**src/rtl/rmth_pkg.sv**
```systemverilog
// Running median (two heaps): shared types and constants.
// No dependencies; compiled first.
package rmth_pkg;

   localparam int SAMPLE_W    = 32;
   localparam int COUNT_OUT_W = 11;

   // datapath operations issued by the controller
   typedef enum logic [3:0] {
      OP_NONE,
      OP_START,
      OP_SD_L,
      OP_SD_R,
      OP_SD_CMP,
      OP_SU_SET,
      OP_SU_CHK,
      OP_SU_CMP,
      OP_COUNT,
      OP_RESULT
   } op_type;

   typedef struct packed {
      op_type op;
   } cmd_type;

   typedef struct packed {
      logic full;     // store is at capacity
      logic swap;     // sample trades places with the other heap's top
      logic sd_leaf;  // sift-down node has no child
      logic sd_stop;  // sift-down value settles at this node
      logic su_root;  // sift-up reached the root
      logic su_stop;  // sift-up value settles at this node
   } sts_type;

endpackage

```
**src/rtl/rmth_ctrl.sv**
```systemverilog
// Running median controller: sequences insert, sift-down, sift-up, result.
// Depends on rmth_pkg.
module rmth_ctrl
   import rmth_pkg::*;
(
   input  logic    clock,
   input  logic    reset,
   input  logic    req_valid,
   output logic    req_ready,
   output logic    rsp_valid,
   input  logic    rsp_ready,
   input  sts_type sts,
   output cmd_type cmd
);
   typedef enum logic [8:0] {
      ST_IDLE   = 9'b000000001,
      ST_SD_L   = 9'b000000010,
      ST_SD_R   = 9'b000000100,
      ST_SD_CMP = 9'b000001000,
      ST_SU_SET = 9'b000010000,
      ST_SU_CHK = 9'b000100000,
      ST_SU_CMP = 9'b001000000,
      ST_COUNT  = 9'b010000000,
      ST_RESULT = 9'b100000000
   } state_type;

   state_type state_ff, state_in;
   logic      rsp_valid_ff, rsp_valid_in;

   always_comb begin
      state_in     = state_ff;
      rsp_valid_in = rsp_valid_ff && !rsp_ready;
      cmd.op       = OP_NONE;
      case (state_ff)
         ST_IDLE: begin
            if (req_valid) begin
               cmd.op = OP_START;
               if (sts.full)      state_in = ST_COUNT;
               else if (sts.swap) state_in = ST_SD_L;
               else               state_in = ST_SU_CHK;
            end
         end
         ST_SD_L: begin
            cmd.op   = OP_SD_L;
            state_in = sts.sd_leaf ? ST_SU_SET : ST_SD_R;
         end
         ST_SD_R: begin
            cmd.op   = OP_SD_R;
            state_in = ST_SD_CMP;
         end
         ST_SD_CMP: begin
            cmd.op   = OP_SD_CMP;
            state_in = sts.sd_stop ? ST_SU_SET : ST_SD_L;
         end
         ST_SU_SET: begin
            cmd.op   = OP_SU_SET;
            state_in = ST_SU_CHK;
         end
         ST_SU_CHK: begin
            cmd.op   = OP_SU_CHK;
            state_in = sts.su_root ? ST_COUNT : ST_SU_CMP;
         end
         ST_SU_CMP: begin
            cmd.op   = OP_SU_CMP;
            state_in = sts.su_stop ? ST_COUNT : ST_SU_CHK;
         end
         ST_COUNT: begin
            cmd.op   = OP_COUNT;
            state_in = ST_RESULT;
         end
         ST_RESULT: begin
            // wait until the output register is free
            if (!rsp_valid_ff || rsp_ready) begin
               cmd.op       = OP_RESULT;
               rsp_valid_in = 1'b1;
               state_in     = ST_IDLE;
            end
         end
         default: begin
            state_in = ST_IDLE;
         end
      endcase
   end

   always_ff @(posedge clock) begin
      if (reset) begin
         state_ff     <= ST_IDLE;
         rsp_valid_ff <= 1'b0;
      end else begin
         state_ff     <= state_in;
         rsp_valid_ff <= rsp_valid_in;
      end
   end

   assign req_ready = (state_ff == ST_IDLE);
   assign rsp_valid = rsp_valid_ff;

   a_full_skips_heaps: assert property (@(posedge clock) disable iff (reset)
      (state_ff == ST_IDLE && req_valid && sts.full) |=> state_ff == ST_COUNT)
      else $error("refused sample touched the heaps");
   a_result_loads_valid: assert property (@(posedge clock) disable iff (reset)
      (cmd.op == OP_RESULT) |=> rsp_valid_ff)
      else $error("result transfer not presented");
endmodule

```
**config.mk**
```make
export PLATFORM = sky130hd
export DESIGN_NAME = rmth_ctrl
export DESIGN_NICKNAME = d
export VERILOG_FILES = /design/src/rtl/rmth_pkg.sv /design/src/rtl/rmth_ctrl.sv
export SDC_FILE = /design/constraint.sdc
export NUM_CORES = 1
export LEC_CHECK = 0
export CORE_MARGIN = 2
export CORE_UTILIZATION = 34
export CTS_CLUSTER_DIAMETER = 30
export DETAILED_ROUTE_END_ITERATION = 16
export DONT_BUFFER_PORTS = 1
export GPL_TIMING_DRIVEN = 0
export PLACE_DENSITY_LB_ADDON = 0.1
export SLEW_MARGIN = 40
export SYNTH_ARGS = -nofsm -noshare
export SYNTH_HDL_FRONTEND = slang
export SYNTH_SLANG_ARGS = --single-unit
```
**constraint.sdc**
```tcl
create_clock -name clock -period 1.9 [get_ports clock]
set_input_delay 0.285 -clock clock [delete_from_list [all_inputs] [get_ports clock]]
set_output_delay 0.285 -clock clock [all_outputs]
set_load 0.005 [all_outputs]
```
After elaboration in Yosys (flattened, before gate mapping) --
Index checks and enable logic that the tools add are counted.
Word-level totals: register bits after elaboration 10, input bits 10, word-level logic and storage cells 32
Cells by class: equality and inequality tests 11, multiplexer cells 14, reductions and logical operators 5
Operators with widths (count):
- $pmux W9 S9 | 1
- $pmux W4 S9 | 1
- $mux W8 | 3
- $mux W9 | 2
- $mux W5 | 2
- $eq A9 B1 Y1 const B | 1
- $eq A9 B2 Y1 const B | 1
- $eq A9 B3 Y1 const B | 1
- $eq A9 B4 Y1 const B | 1
- $eq A9 B5 Y1 const B | 1
- $eq A9 B6 Y1 const B | 1
- $eq A9 B7 Y1 const B | 1
- $eq A9 B8 Y1 const B | 1
- $eq A9 B9 Y1 const B | 1
- $mux W6 | 1
- $mux W4 | 1
- $ne A2 B2 Y1 const B | 2
- $mux W1 | 3
- $logic_not A1 Y1 | 2
- $reduce_and A2 Y1 | 1
- $logic_and A1 B1 Y1 | 1
- $logic_or A1 B1 Y1 | 1

Logic depth before layout (Yosys ltp) --
Gate-level depths: netlist (run 1).
depth after elaboration 4, mapped depth 6, gate-level depth less buffers 5

Worst setup path before layout (run 1) --
Ideal clock, no wire load.
path type register to output, start point register state_ff[0], end point output cmd[0] (netlist name), arrival time 1.318 ns, data required time 1.615 ns, path slack 0.297 ns, stages on the path, launching flop included 6, cells stage by stage dfxtp_1 -> or3_4 -> nor3_4 -> nand3_1 -> o21ai_0 -> a221o_1
RTL lines:
- from (decl) | RTL line rmth_ctrl.sv:27 | state_type state_ff, state_in;
- from (signal assigned) | RTL line rmth_ctrl.sv:90 | state_ff <= state_in;
- to (decl) | RTL line rmth_ctrl.sv:13 | output cmd_type cmd

==> run_results.csv, run 1 <==
group,metric,value,unit
run_status,outcome,"complete, but fails checks",
run_status,violations,"negative setup slack",
finish,final_cell_mix,"11 x buf_4, 8 x nor2_1, 7 x nand2_1",
drt,wl_per_cell,15.2,µm
power_and_ir_drop,p_total,0.756,mW
drt,drt-pass1-iter-count,4,
timing,setup_violations,1,
synth,synth.largest_area_cell,"dfxtp_1",
job,drv_cap,0,
power_and_ir_drop,cell_internal_pwr,0.463,mW
finish,layout-drive-gt1-share,36.4,%
worst_setup_path,start_kind,"register",
timing,tightest_slew,0.472,ns
clock_network,cts_buffers,3,
clock_network,clock_latency,0.26,ns
global_routing,antenna_found_initial,0,
drt,drcViolationCount,0,
finish,stdcell_area,898,µm²
placed_design,dp.cells,114,
timing,worst_slack,-0.0360,ns
drt,wl,1.92,mm
drt,postRouteAntennaNets,0,
global_routing,grt_pass1_vias,702,
drt,drtIter0Drc,26,
floorplanning,die_x,50.4,µm
clock_network,cts_buffer_depth,2,
floorplanning,dieArea,2540,µm²
floorplanning,io_pins,16,
synth,ys.flop_type,"dfxtp_1",
power_and_ir_drop,p_leak,0.322,nW
clock_network,cts_tree,"done",
timing,rsz0062_at_grt,"yes",
timing,layout_min_cycle_time,1.94,ns
floorplanning,core-area,2000,µm²
finish,area_delta_synth_final,22.7,%
power_and_ir_drop,seqPwrFrac,33.6,%
worst_setup_path,endpoint_kind,"output pin",
timing,relSlewSlack,68.1,%
clock_network,htreeDepth,1,
timing,fin_hold_ws,0.0759,ns
timing,final_hold_viol_count,0,
clock_network,clock_sinks,10,
clock_network,cts-root-buf,"clkbuf_4",
timing,slew_viol_final,0,
synth,synthArstFlopShare,0,%
drt,via_count,710,
global_routing,track_usage,15.7,%
synth,yosys_register_bits,10,
clock_network,cts_hold_buf,0,
worst_setup_path,path_class,"register to output pin",
floorplanning,num_rows,16,
power_and_ir_drop,peakVddDrop,0.415,mV
floorplanning,die_y,50.4,µm
power_and_ir_drop,pwr-share-clk,19.3,%
power_and_ir_drop,p_sw,0.293,mW
placed_design,port_buffers,0,
power_and_ir_drop,power_density,841,nW/µm²
placed_design,dp_hpwl,1.37,mm
synth,ys_seq_area_share,27.4,%
worst_setup_path,cp.required,1.62,ns
power_and_ir_drop,comb_power_share,47.1,%
synth,yosys.area.top_type_share,27.4,%
global_routing,grt_max_degree,11,
placed_design,gp_congestion,0.789,
worst_setup_path,worstPathArrival,1.65,ns
clock_network,clkTransAtPathRegs,0.07,ns
timing,clock.fmax,0.517,GHz
worst_setup_path,path_max_fanout,5,
synth,synth_area_leaders,"dfxtp_1 27%, a2111oi_4 7.5%, nor2_1 4.1%",
global_routing,grt_first_pass_wirelength,3.06,mm
finish,layoutNonFillerInstCount,126,
synth,synth_cell_types,38,
worst_hold_path,hold_class,"primary input to register",
synth,syn_inst,87,
floorplanning,start_util,36.6,%
finish,insertedDiodeCount,0,
global_routing,grt-ovfl-total,0,
finish,mostFrequentLayoutCell,"buf_4",
synth,synth-edff-count,0,
timing,period_share,102,%
placed_design,dpl-instance-area,766,µm²
finish,finalNetCount,111,
timing,finClkSkew,0.000729,ns
synth,yosys_warnings,0,
synth,syn_nets,97,
drt,drt-vias-per-instance,5.63,
synth,avgSynthCellArea,8.41,µm²
power_and_ir_drop,switching_share,38.8,%
synth,syn_area,732,µm²
## power by group through the flow
stage | combinational, mW | clock [mW] | sequential [mW]
floorplan | 0.241 | 0 | 0.245
global placement | 0.291 | 0 | 0.249
detailed placement | 0.291 | 0 | 0.250
CTS | 0.339 | 0.149 | 0.244
global route | 0.382 | 0.160 | 0.256
finish | 0.356 | 0.146 | 0.254
## critical path: stages, from the launching register on
cell and delay (ns):
dfxtp_4 0.34, or3_4 0.42, nor3_4 0.22, nand4b_1 0.16, nand2_1 0.10, a221o_1 0.14
## path summary, 6_finish.rpt
check / slack (ns) / cells past startpoint / startpoint / end
hold / removal: 0.08 / 1 / reset / state_ff[4]$_SDFFE_PP0P_
hold reg to reg: 0.53 / 2 / rsp_valid$_SDFF_PP0_ / rsp_valid$_SDFF_PP0_
setup / recovery: -0.04 / 5 / state_ff[1]$_SDFFE_PP0P_ / cmd[0]
setup reg to reg: 0.06 / 8 / state_ff[1]$_SDFFE_PP0P_ / state_ff[5]$_SDFFE_PP0P_
## flip-flops by register name, summed over array words and instances (netlist names)
register,flops
rsp_valid,1
state_ff,9
## final cells by class
class | instances | area (µm²)
fillers | 206 | 1100
multi-input cells | 66 | 510
flip-flops and latches | 10 | 211
repair buffers | 11 | 82.6
well taps | 27 | 33.8
clock buffers | 3 | 22.5
inverters | 6 | 22.5
plain buffers | 3 | 15.0
## cell usage after synthesis (2+ instances only)
cell type / n
nor4b_1: 2
buf_2: 3
nor2_1: 8
nor3_1: 3
a21oi_1: 3
o21ai_0: 3
nand4b_1: 2
clkbuf_2: 2
inv_1: 6
nand2b_1: 2
nor3b_1: 2
nor2b_1: 2
nand3_1: 5
a21oi_2: 2
nand2_1: 7
nand4_1: 3
dfxtp_1: 10
a2111oi_4: 2
## cell families (layout without fill, tap and decap cells)
family	Yosys count	count (layout)	synth area share, %
compound gates	21	21	27.2
simple gates	43	43	36.6
buf+inv	11	23	6.49
xor+xnor	2	2	2.39
flops	10	10	27.4
## metrics by stage
step	util [%]	TNS, ns	setup slack (ns)
CTS	43.0	-0.152	-0.0739
detailed placement	38.3	0	0.100
global placement	38.3	0	0.108
global route	44.9	-0.139	-0.0875
finish	44.9	-0.0360	-0.0360
floorplan	-	0	0.297
## metal layers
layer | track usage (%) | vias to the layer above | part of all wire (%) | routed length [µm]
li1 | - | 348 | - | -
met1 | 17.9 | 332 | 42 | 804
met2 | 28.5 | 26 | 51 | 976
met3 | 3.27 | 4 | 5.6 | 108
met4 | 5.41 | 0 | 1.3 | 25
met5 | 0 | - | 0 | 0
## timing repair
action                                  in CTS  in global routing
resized for setup                            3                 10
endpoints found under the setup margin       3                  7
gates cloned                                 0                  0
setup buffers                                9                  2
pin swaps                                    5                 10
No activity file was read; power rests on OpenSTA's default activity.
==> inputs of run 2 (changes only) <==
--- a/config.mk
+++ b/config.mk
@@ -5,13 +5,14 @@
 export SDC_FILE = /design/constraint.sdc
 export NUM_CORES = 1
 export LEC_CHECK = 0
+export BUFFER_PORTS_ARGS = -buffer_cell sky130_fd_sc_hd__buf_2
 export CORE_MARGIN = 2
 export CORE_UTILIZATION = 34
 export CTS_CLUSTER_DIAMETER = 30
 export DETAILED_ROUTE_END_ITERATION = 16
-export DONT_BUFFER_PORTS = 1
 export GPL_TIMING_DRIVEN = 0
 export PLACE_DENSITY_LB_ADDON = 0.1
+export RECOVER_POWER = 100
 export SLEW_MARGIN = 40
 export SYNTH_ARGS = -nofsm -noshare
 export SYNTH_HDL_FRONTEND = slang
==> run_results.csv, run 2 (synthesis results as in run 1) <==
group,metric,value,unit
run_status,outcome,"complete, but fails checks",
run_status,violations,"negative setup slack",
timing,worst_slack,-0.0908,ns
clock_network,htreeDepth,1,
drt,wl_per_cell,12.8,µm
floorplanning,die_y,50.4,µm
power_and_ir_drop,cell_internal_pwr,0.500,mW
drt,drtIter0Drc,7,
floorplanning,die_x,50.4,µm
timing,relSlewSlack,75.2,%
finish,layoutNonFillerInstCount,143,
floorplanning,io_pins,16,
finish,stdcell_area,985,µm²
worst_setup_path,worstPathArrival,1.71,ns
timing,fin_hold_ws,0.189,ns
power_and_ir_drop,p_sw,0.292,mW
placed_design,dpl-instance-area,841,µm²
timing,fin_tns_setup,-0.181,ns
floorplanning,core-area,2000,µm²
clock_network,cts-root-buf,"clkbuf_4",
worst_setup_path,cp.required,1.62,ns
drt,postRouteAntennaNets,0,
drt,drcViolationCount,0,
drt,drt-pass1-iter-count,4,
worst_hold_path,hold_class,"primary input to register",
finish,final_util,49.2,%
power_and_ir_drop,comb_power_share,50.6,%
power_and_ir_drop,p_leak,0.391,nW
finish,final_cell_mix,"16 x buf_2, 13 x buf_4, 8 x nor2_1",
timing,rsz0062_at_grt,"yes",
clock_network,clock_latency,0.27,ns
global_routing,grt-ovfl-total,0,
finish,area_delta_synth_final,34.5,%
clock_network,clock_sinks,10,
placed_design,dp_hpwl,1.35,mm
drt,wl,1.83,mm
clock_network,cts_tree,"done",
global_routing,grt_max_degree,11,
worst_setup_path,path_class,"register to output pin",
timing,period_share,105,%
power_and_ir_drop,power_density,804,nW/µm²
worst_hold_path,hold_depth,2,
finish,finalNetCount,128,
power_and_ir_drop,switching_share,36.8,%
placed_design,gp_congestion,0.798,
finish,regMostFlops,"state_ff",
global_routing,grt_pass1_vias,723,
floorplanning,start_util,36.6,%
global_routing,grt_first_pass_wirelength,3.08,mm
finish,mostFrequentLayoutCell,"buf_2",
timing,tightest_slew,0.366,ns
job,drv_cap,0,
floorplanning,num_rows,16,
power_and_ir_drop,seqPwrFrac,31.1,%
clock_network,cts_buffers,3,
worst_setup_path,start_kind,"register",
drt,drt-vias-per-instance,5.46,
worst_setup_path,ff2ff_path_depth,7,
finish,insertedDiodeCount,0,
drt,via_count,781,
timing,clock.fmax,0.502,GHz
timing,finClkSkew,0.00299,ns
worst_setup_path,path_max_fanout,5,
timing,final_hold_viol_count,0,
global_routing,track_usage,15.9,%
clock_network,clkTransAtPathRegs,0.06,ns
power_and_ir_drop,pwr-share-clk,18.3,%
placed_design,port_buffers,15,
clock_network,cts_buffer_depth,2,
placed_design,dp.cells,129,
timing,layout_min_cycle_time,1.99,ns
timing,slew_viol_final,0,
power_and_ir_drop,peakVddDrop,0.431,mV
clock_network,cts_hold_buf,0,
worst_setup_path,endpoint_kind,"output pin",
floorplanning,dieArea,2540,µm²
finish,largest_reg_flops,9,
global_routing,antenna_found_initial,0,
finish,layout-drive-gt1-share,43.1,%
timing,setup_violations,2,
==> run 2: worst max-delay path, stage by stage (launching register included) <==
cell and delay [ns]:
dfxtp_4 0.34, or3_4 0.41, nor3_4 0.23, nand4b_1 0.19, o311ai_1 0.11, buf_2 0.16
==> run 2: cell type report <==
class / count / area (µm²)
Buffer: 4 / 31.3
Timing Repair Buffer: 27 / 165
Tap cell: 27 / 33.8
Inverter: 6 / 22.5
Multi-Input combinational cell: 66 / 495
Fill cell: 209 / 1020
Sequential cell: 10 / 214
Clock buffer: 3 / 22.5
==> run 2: through the flow <==
stage	power (mW)	setup slack [ns]
after floorplan	0.486	0.297
after global placement	0.570	0.00450
after detailed placement	0.568	0.00763
after CTS	0.778	-0.146
after global routing	0.847	-0.151
final	0.791	-0.0908
==> run 2: routing by layer <==
metal	vias up	track usage, %	part of all wire, %
met1	370	20.1	42
met4	0	6.76	2.2
met5	-	0	0
met3	5	2.08	5.4
li1	383	-	-
met2	23	27.2	51
==> run 2: repair_timing <==
action | 4_1_cts | 5_1_grt
pin swaps | 6 | 9
resized for setup | 7 | 13
buffers inserted | 9 | 3
setup endpoints to repair | 3 | 6
==> run 2: final timing paths <==
| kind | slack, ns | start | endpoint |
|---|---|---|---|
| max | -0.09 | state_ff[1]$_SDFFE_PP0P_ | cmd[1] |
| min | 0.19 | sts[3] | state_ff[2]$_SDFFE_PP0P_ |
| min reg2reg | 0.51 | rsp_valid$_SDFF_PP0_ | rsp_valid$_SDFF_PP0_ |
| max reg2reg | 0.05 | state_ff[1]$_SDFFE_PP0P_ | state_ff[7]$_SDFFE_PP0P_ |
==> run 2: power by group through the flow <==
stage	clock network, mW	registers (mW)	logic (mW)
floorplan	0	0.245	0.241
global placement	0	0.249	0.321
detailed placement	0	0.249	0.319
CTS	0.149	0.245	0.383
global route	0.160	0.249	0.438
finish	0.145	0.246	0.400
==> inputs of run 3 (changes only) <==
--- a/config.mk
+++ b/config.mk
@@ -17,3 +17,4 @@
 export SYNTH_ARGS = -nofsm -noshare
 export SYNTH_HDL_FRONTEND = slang
 export SYNTH_SLANG_ARGS = --single-unit
+export TNS_END_PERCENT = 10
==> run_results.csv, run 3 (synthesis results as in run 1) <==
group,metric,value,unit
floorplanning,num_rows,16,
timing,fin_hold_ws,0.195,ns
global_routing,grt-ovfl-total,0,
floorplanning,start_util,36.6,%
finish,mostFrequentLayoutCell,"buf_2",
job,drv_cap,0,
global_routing,grt_max_degree,11,
finish,largest_reg_flops,9,
finish,layoutNonFillerInstCount,142,
finish,final_cell_mix,"16 x buf_2, 12 x buf_4, 8 x nor2_1",
worst_setup_path,path_max_fanout,5,
clock_network,cts_buffers,3,
placed_design,pre_cts_ws,0.00763,ns
floorplanning,core-area,2000,µm²
global_routing,track_usage,15.8,%
power_and_ir_drop,cell_internal_pwr,0.500,mW
clock_network,clkTransAtPathRegs,0.06,ns
timing,clock.fmax,0.503,GHz
worst_setup_path,worstPathArrival,1.70,ns
timing,worst_slack,-0.0893,ns
clock_network,cts-root-buf,"clkbuf_4",
run_status,violations,"negative setup slack",
power_and_ir_drop,p_sw,0.286,mW
worst_setup_path,path_class,"register to output pin",
power_and_ir_drop,pwr-share-clk,18.0,%
global_routing,grt_pass1_vias,719,
timing,slew_viol_final,0,
floorplanning,die_y,50.4,µm
finish,final_util,48.3,%
power_and_ir_drop,switching_share,36.4,%
placed_design,port_buffers,15,
power_and_ir_drop,power_density,812,nW/µm²
timing,period_share,105,%
power_and_ir_drop,p_total,0.786,mW
worst_setup_path,crit_buf_inv,1,
global_routing,antenna_found_initial,0,
finish,layout-drive-gt1-share,42.6,%
drt,drtIter0Drc,6,
finish,insertedDiodeCount,0,
clock_network,cts_buffer_depth,2,
timing,finClkSkew,0.00185,ns
power_and_ir_drop,peakVddDrop,0.408,mV
worst_hold_path,hold_class,"primary input to register",
timing,tightest_slew,0.370,ns
clock_network,cts_hold_buf,0,
drt,drt-vias-per-instance,5.33,
run_status,outcome,"complete, but fails checks",
floorplanning,die_x,50.4,µm
timing,fin_tns_setup,-0.169,ns
clock_network,clock_sinks,10,
drt,drt-pass1-iter-count,4,
placed_design,dpl-instance-area,841,µm²
timing,layout_min_cycle_time,1.99,ns
timing,final_hold_viol_count,0,
clock_network,cts_tree,"done",
finish,stdcell_area,967,µm²
placed_design,gp_congestion,0.798,
floorplanning,dieArea,2540,µm²
drt,wl_per_cell,12.7,µm
finish,fillCellCount,210,
drt,postRouteAntennaNets,0,
clock_network,clock_latency,0.26,ns
worst_setup_path,ff2ff_setup_slack,0.05,ns
power_and_ir_drop,comb_power_share,50.5,%
placed_design,dp.cells,129,
global_routing,grt_first_pass_wirelength,3.05,mm
timing,rsz0062_at_grt,"yes",
finish,area_delta_synth_final,32.1,%
power_and_ir_drop,p_leak,0.386,nW
finish,ff_latch_area,211,µm²
drt,drcViolationCount,0,
worst_setup_path,cp_top_family,"simple AND/OR/NAND/NOR gates",
timing,setup_violations,2,
power_and_ir_drop,seqPwrFrac,31.5,%
worst_setup_path,slowest_stage,"or3_4",
worst_setup_path,cp.required,1.62,ns
worst_setup_path,endpoint_kind,"output pin",
finish,finalNetCount,127,
placed_design,dp_hpwl,1.35,mm
drt,wl,1.80,mm
drt,via_count,757,
worst_setup_path,slowest_delay,0.41,ns
finish,multi_input_area,492,µm²
finish,regMostFlops,"state_ff",
floorplanning,io_pins,16,
worst_setup_path,critical_path.cell_chain,"or3_4 > nor3_4 > nand4b_1 > o311ai_1 > buf_2",
clock_network,htreeDepth,1,
worst_setup_path,start_kind,"register",
timing,relSlewSlack,75.0,%
-- run 3: changes by cell type in the layout (fill, tap and decap cells not counted), sizes merged --
cell / delta
buf: -2
clkbuf: +1
-- run 3: worst register-to-register path, delay by kind of cell, from the launching register on --
kind	cells	cell delay (ns)
and+or+nand+nor	3	0.83
buffers and inverters	2	0.30
AOI/OAI and AO/OA	2	0.32
DFF	1	0.34
-- run 3: path summary, 6_finish.rpt --
check	end	depth (start not counted)	from
max	cmd[1]	5	state_ff[1]$_SDFFE_PP0P_
max reg2reg	state_ff[7]$_SDFFE_PP0P_	7	state_ff[1]$_SDFFE_PP0P_
min reg2reg	rsp_valid$_SDFF_PP0_	2	rsp_valid$_SDFF_PP0_
min	state_ff[2]$_SDFFE_PP0P_	2	sts[3]
-- run 3: power groups by stage --
stage               clock network [mW]  registers (mW)  logic (mW)
floorplan                            0           0.245       0.241
CTS                              0.149           0.239       0.385
global route                     0.160           0.250       0.435
detailed placement                   0           0.249       0.319
finish                           0.142           0.247       0.397
global placement                     0           0.249       0.321
-- run 3: final cells by class --
class | instances | share of cell area [%]
multi-input combinational | 66 | 50.8
sequential | 10 | 21.9
timing repair buffer | 27 | 17.1
tap | 27 | 3.49
clock buffer | 3 | 2.33
inverter | 6 | 2.33
buffer | 3 | 2.07
-- run 3: layer usage --
metal / GRT usage, % / vias up / share of wire (%)
met5: 0 / - / 0
met4: 6.76 / 0 / 1.0
met3: 2.08 / 2 / 3.5
met2: 26.8 / 13 / 51
met1: 19.9 / 360 / 45
li1: - / 382 / -
-- run 3: timing repair --
action / 4_1_cts / 5_1_grt
setup endpoints to repair: 3 / 6
pin swaps: 4 / 11
gates resized for setup: 6 / 8
buffers inserted: 7 / 5
